==> src/sv/ring_history_newest_match_lookup_unit_assert.svh <==
// Assertion macros shared by the ring history lookup modules.
`ifndef RING_HISTORY_NEWEST_MATCH_LOOKUP_UNIT_ASSERT_SVH
`define RING_HISTORY_NEWEST_MATCH_LOOKUP_UNIT_ASSERT_SVH

`ifndef ASSERT_OFF

// cause at this edge implies effect at this edge
`define RH_ASSERT_IMPLIES(label, clk, rst, cause, effect, msg) \
   label: assert property (@(posedge clk) disable iff (rst) (cause) |-> (effect)) \
      else $error(msg);

// cause at this edge implies effect at the next edge
`define RH_ASSERT_NEXT(label, clk, rst, cause, effect, msg) \
   label: assert property (@(posedge clk) disable iff (rst) (cause) |=> (effect)) \
      else $error(msg);

// condition must never hold
`define RH_ASSERT_NEVER(label, clk, rst, cond, msg) \
   label: assert property (@(posedge clk) disable iff (rst) !(cond)) \
      else $error(msg);

`else

`define RH_ASSERT_IMPLIES(label, clk, rst, cause, effect, msg)
`define RH_ASSERT_NEXT(label, clk, rst, cause, effect, msg)
`define RH_ASSERT_NEVER(label, clk, rst, cond, msg)

`endif

`endif

==> src/sv/rhnml_pkg.sv <==
// Types and constants shared by the ring history lookup modules.
package rhnml_pkg;

   localparam int POS_W     = 8;
   localparam int POS_EXT_W = 16;
   localparam int READING_W = 16;
   localparam int STAMP_W   = 32;

   localparam logic CMD_STORE  = 1'b0;
   localparam logic CMD_LOOKUP = 1'b1;

   typedef enum logic [1:0] {
      ST_IDLE,
      ST_SCAN,
      ST_DONE
   } state_type;

   typedef struct packed {
      logic store;
      logic lookup;
      logic scan;
      logic load_rsp;
   } dp_cmd_type;

   typedef struct packed {
      logic hit;
      logic scan_done;
   } dp_status_type;

endpackage

==> src/sv/rhnml_ctrl.sv <==
// Controller state machine: request intake, scan sequencing, response hand-off.
`include "ring_history_newest_match_lookup_unit_assert.svh"

module rhnml_ctrl (
   input  logic                    clock,
   input  logic                    reset,
   input  logic                    req_valid,
   output logic                    req_stall,
   input  logic                    req_cmd,
   output logic                    rsp_valid,
   input  logic                    rsp_stall,
   output rhnml_pkg::dp_cmd_type    cmd,
   input  rhnml_pkg::dp_status_type status
);
   import rhnml_pkg::*;

   state_type state_ff, state_in;
   logic      rsp_valid_ff, rsp_valid_in;

   always_comb begin
      state_in = state_ff;
      case (state_ff)
         ST_IDLE: begin
            if (req_valid && (req_cmd == CMD_LOOKUP)) state_in = ST_SCAN;
         end
         ST_SCAN: begin
            if (status.scan_done) state_in = ST_DONE;
         end
         ST_DONE: begin
            if (!rsp_valid_ff || !rsp_stall) state_in = ST_IDLE;
         end
         default: state_in = ST_IDLE;
      endcase
   end

   always_comb begin
      req_stall    = 1'b1;
      cmd          = '0;
      case (state_ff)
         ST_IDLE: begin
            req_stall  = 1'b0;
            cmd.store  = req_valid && (req_cmd == CMD_STORE);
            cmd.lookup = req_valid && (req_cmd == CMD_LOOKUP);
         end
         ST_SCAN: begin
            cmd.scan = 1'b1;
         end
         ST_DONE: begin
            cmd.load_rsp = !rsp_valid_ff || !rsp_stall;
         end
         default: begin
            req_stall = 1'b1;
         end
      endcase
   end

   always_comb begin
      rsp_valid_in = rsp_valid_ff;
      if (cmd.load_rsp) begin
         rsp_valid_in = 1'b1;
      end else if (!rsp_stall) begin
         rsp_valid_in = 1'b0;
      end
   end

   always_ff @(posedge clock) begin
      if (reset) begin
         state_ff     <= ST_IDLE;
         rsp_valid_ff <= 1'b0;
      end else begin
         state_ff     <= state_in;
         rsp_valid_ff <= rsp_valid_in;
      end
   end

   assign rsp_valid = rsp_valid_ff;

   `RH_ASSERT_NEVER(a_load_over_held, clock, reset, cmd.load_rsp && rsp_valid_ff && rsp_stall, "response overwritten while stalled")
   `RH_ASSERT_NEXT(a_lookup_scans, clock, reset, req_valid && !req_stall && (req_cmd == CMD_LOOKUP), state_ff == ST_SCAN, "accepted lookup did not start a scan")
   `RH_ASSERT_NEXT(a_scan_ends, clock, reset, (state_ff == ST_SCAN) && status.scan_done, state_ff == ST_DONE, "scan completion lost")
   `RH_ASSERT_NEXT(a_load_shows, clock, reset, cmd.load_rsp, rsp_valid_ff, "loaded response not presented")

endmodule

==> config.mk <==
export PLATFORM = sky130hd
export DESIGN_NAME = rhnml_ctrl
export DESIGN_NICKNAME = d
export VERILOG_FILES = /design/src/sv/rhnml_pkg.sv /design/src/sv/rhnml_ctrl.sv
export VERILOG_INCLUDE_DIRS = /design/src /design/src/sv
export SDC_FILE = /design/constraint.sdc
export NUM_CORES = 1
export LEC_CHECK = 0
export ABC_CLOCK_PERIOD_IN_PS = 1200
export BUFFER_PORTS_ARGS = -buffer_cell sky130_fd_sc_hd__buf_2
export CAP_MARGIN = 30
export CORE_AREA = 2 2 39 41
export DETAILED_ROUTE_END_ITERATION = 12
export DIE_AREA = 0 0 41 43
export HOLD_SLACK_MARGIN = 0.03
export PLACE_DENSITY = 0.34
export SLEW_MARGIN = 10
export SYNTH_ARGS = -nofsm -noshare
export SYNTH_HDL_FRONTEND = slang
export SYNTH_SLANG_ARGS = --single-unit
==> constraint.sdc <==
create_clock -name clock -period 1.2 [get_ports clock]
set_clock_uncertainty 0.2 [all_clocks]
set_input_delay 0 -clock clock [delete_from_list [all_inputs] [get_ports clock]]
set_output_delay 0 -clock clock [all_outputs]
set_load 0.005 [all_outputs]
; Word level (Yosys, flattened, before mapping)
; Index checks and enable logic that the tools add are counted.
[totals]
reg_bits = 3
latchBits = 0
mem_bits_rw = 0
mem_bits_ro = 0
inputBits = 7
output_inout_bits = 6
memories = 0
[classes]
n_addsub = 0
multipliers = 0
div_mod_pow = 0
magnitude_cmp = 0
n_eq_ne = 6
n_shift = 0
muxes = 10
n_bitwise = 1
reduce_logical = 7
[ops]
columns = op, n
row1 = $mux W2, 4
row2 = $ne A2 B2 Y1 const B, 3
row3 = $pmux W2 S3, 1
row4 = $mux W1, 5
row5 = $reduce_and A3 Y1, 1
row6 = $eq A2 B1 Y1 const B, 1
row7 = $eq A2 B2 Y1 const B, 1
row8 = $logic_and A1 B1 Y1, 2
row9 = $logic_not A1 Y1, 2
row10 = $logic_not A2 Y1, 1
row11 = $ne A2 B1 Y1 const B, 1
row12 = $logic_or A1 B1 Y1, 1
row13 = $not A1 Y1, 1

; Depth between registers and ports, before layout
[logic_depth]
word_depth = 4
ltp_mapped = 3
ltp_nobuf = 2

; Least setup slack after synthesis
; OpenSTA, ideal clock, no wires.
[synth_timing]
path_kind = flip-flop to output port
from = register state_ff[1]
to = output cmd[3] (netlist bit)
arrival_ns = 0.770
required_ns = 1.000
slack_ns = 0.230
path_stages_with_launch = 3
n_path_buf = 0
cell_sequence = dfxtp_1 -> or2_4 -> nor3b_2
[synth_rtl]
columns = item, line
row1 = "start, declared", rhnml_ctrl.sv:17  ; state_type state_ff, state_in;
row2 = "start signal, assigned", rhnml_ctrl.sv:71  ; state_ff <= state_in;
row3 = "end, declared", rhnml_ctrl.sv:12  ; output rhnml_pkg::dp_cmd_type cmd,

==> impl_metrics.py <==
metrics = {
    "power_and_ir_drop": {
        "power_density_nw_per_um2": 959,
        "power_frac_clock": 0.509,
        "swShare": 0.211,
        "seq_power_share": 0.317,
        "intPower_mw": 0.266,
        "power_leakage_nw": 0.156,
        "comb_power_share": 0.174,
        "p_total_mw": 0.337,
        "peakVddDrop_mv": 0.273,
        "p_sw_mw": 0.0712,
    },
    "worst_setup_path": {
        "cp.arrival_ns": 1.08,
        "cp_cell_sequence": "or2_4, nor3b_2, buf_2",
        "setup.worst_path.start_class": "flip-flop",
        "critical_path_class": "flip-flop to output port",
        "crit_fanout": 4,
        "crit_start": "state_ff[1]$_SDFFE_PP0P_",
        "slowest_delay_ns": 0.34,
        "crit_slowest_cell": "dfxtp_4",
        "regToRegStartpoint": "state_ff[1]$_SDFFE_PP0P_",
        "worst_ep_required_time_ns": 1.00,
        "cp-end-kind": "output port",
    },
    "drt": {
        "wirelength_um": 468,
        "vias": 205,
        "viasPerCell": 3.73,
        "drtIter0Drc": 2,
        "dr.pass1.iters": 4,
        "post_drt_wl_per_cell_um": 8.51,
        "drc": 0,
        "final_antenna_net_count": 0,
    },
    "layout": {
        "diodes": 0,
        "layout_commonest_cell": "buf_2",
        "drive_gt1_frac": 0.615,
        "post-route-util": 0.254,
        "nets": 47,
        "areaGrowthSynthToFinish_pct": 95.1,
        "mostFrequentLayoutCells": "buf_2, dlygate4sd3_1, clkbuf_4, nand3b_1, a21oi_1",
        "fillers": 146,
        "design_area_sq_um": 352,
    },
    "global_route": {
        "grt_usage": 0.0721,
        "antenna_found_initial": 0,
        "grt_pass1_vias": 215,
        "grt_max_degree": 9,
        "grt_pass1_wl_um": 800,
        "overflow": 0,
    },
    "floorplan": {
        "dieArea_sq_um": 1760,
        "die_h_um": 43,
        "die_w_um": 41,
        "core_area_sq_um": 1380,
        "pin_count": 13,
        "start_util": 0.130,
        "rows": 14,
    },
    "sta": {
        "fin_setup_tns_ns": -0.119,
        "rsz0062_at_grt": "true",
        "layout_setup_ws_ns": -0.0791,
        "fmax_mhz": 782,
        "tightest_slew_ns": 0.169,
        "layout_min_cycle_time_ns": 1.28,
        "fin_crit_sh": 1.07,
        "relSlewSlack": 0.887,
        "slew_viol_final": 0,
        "setup_violations": 2,
        "finalHoldViolCount": 0,
    },
    "yosys": {
        "synth_top_family_by_area": "simple AND/OR/NAND/NOR gates",
        "synth_adder_area_share": 0,
        "muxShareOfSynthArea": 0,
        "synthTopCellsByArea": "dfxtp_1, a21oi_1, buf_4",
        "synth_top_area_cell": "dfxtp_1",
        "synth_area_per_cell_sq_um": 9.48,
        "synth-xor-area-share": 0,
        "syn_nets": 26,
        "synth_compound_area_frac": 0.125,
        "synth_cell_type_count": 12,
        "synth_warnings": 0,
        "syn_inst": 19,
        "synth-simple-area-share": 0.458,
        "yosysTopAreaCellShare": 0.333,
        "synthesis.area_sq_um": 180,
        "ys_seq_area_frac": 0.333,
        "synth-seq-cells": 3,
    },
    "outcome": {
        "violations": "negative setup slack",
        "status": "finished, violations left",
    },
    "clock_network": {
        "htreeDepth": 1,
        "cts.sinks": 3,
        "root_buffer": "clkbuf_4",
        "clk_latency_ns": 0.23,
        "clock_path_buffers": 2,
        "clkSlewWorstSetupHoldPaths_ns": 0.04,
        "numCtsBuffers": 3,
        "cts_tree": "yes",
    },
    "worst_hold_path": {
        "worstHoldStart": "req_cmd",
        "hp-class": "input port to output port",
    },
    "placement": {
        "dp_hpwl_um": 329,
        "place_ws_ns": 0.113,
        "placed_area_sq_um": 240,
        "io_buffers": 11,
        "place.gp.congestion": 0.599,
    },
    "job": {
        "maxCapViolCount": 0,
    },
}
-- path summary, 6_finish.rpt --
check	end	slack, ns	cells after the start
max reg2reg	state_ff[1]$_SDFFE_PP0P_	0.05	4
min	cmd[3]	0.05	3
min reg2reg	rsp_valid$_SDFFE_PP0P_	0.29	2
max	cmd[3]	-0.08	3
-- cell usage after synthesis (all sizes together) --
cell / instances
a211oi: 1
nor3b: 1
and2b: 1
nand3b: 2
nand4b: 1
dfxtp: 3
a21oi: 3
and4bb: 1
buf: 2
nand2b: 2
or2: 1
nand2: 1
-- sequential cells by signal (all words and copies together), names as in the netlist --
register,cells
state_ff,2
rsp_valid,1
-- worst max-delay path: cells and delay by family (launching register included) --
| family | cells | cell delay (ns) |
|---|---|---|
| buf+inv | 1 | 0.13 |
| flops | 1 | 0.34 |
| simple gates | 2 | 0.39 |
-- timing repair --
item	in CTS	in global routing
gates resized for setup	4	2
buffers inserted	1	1
endpoints found under the setup margin	4	3
pin swaps	1	0
endpoints found under the hold margin	3	1
hold buffers	4	1
-- power groups by stage --
| stage | Combinational [mW] | Clock (mW) | Sequential [mW] |
|---|---|---|---|
| 4_1_cts | 0.0543 | 0.183 | 0.107 |
| 3_5_place_dp | 0.0405 | 0 | 0.110 |
| 6_report | 0.0586 | 0.172 | 0.107 |
| 3_3_place_gp | 0.0401 | 0 | 0.110 |
| 2_1_floorplan | 0.0227 | 0 | 0.109 |
| 5_1_grt | 0.0646 | 0.197 | 0.108 |
-- area by class of cell --
| cell class | instances | area (sq um) | area share |
|---|---|---|---|
| Multi-Input combinational cell | 14 | 116 | 0.331 |
| Tap cell | 16 | 20.0 | 0.0569 |
| Timing Repair Buffer | 18 | 124 | 0.352 |
| Clock buffer | 4 | 26.3 | 0.0747 |
| Sequential cell | 3 | 65.1 | 0.185 |
-- through the flow --
stage,std cells,hold WS (ns)
2_1_floorplan,19,-0.176
3_3_place_gp,44,-0.00394
3_5_place_dp,44,-0.00298
4_1_cts,53,-0.133
5_1_grt,55,0.0789
6_report,55,0.0529
-- per-layer routing --
| layer | vias to the layer above | wire length (um) | GRT usage | share of wire |
|---|---|---|---|---|
| li1 | 106 | - | - | - |
| met1 | 97 | 143 | 0.0511 | 0.31 |
| met2 | 2 | 322 | 0.119 | 0.69 |
| met3 | 0 | 1 | 0.0314 | 0.0021 |
| met4 | 0 | 0 | 0.0800 | 0 |
| met5 | - | 0 | 0 | 0 |
-- kinds of logic (layout without fill, tap and decap cells) --
| family | count (synthesis) | count (layout) |
|---|---|---|
| AO/OA/AOI/OAI | 4 | 4 |
| buffers and inverters | 2 | 22 |
| flip-flops | 3 | 3 |
| AND/OR/NAND/NOR | 10 | 10 |
No activity file was read; power rests on OpenSTA's default activity.
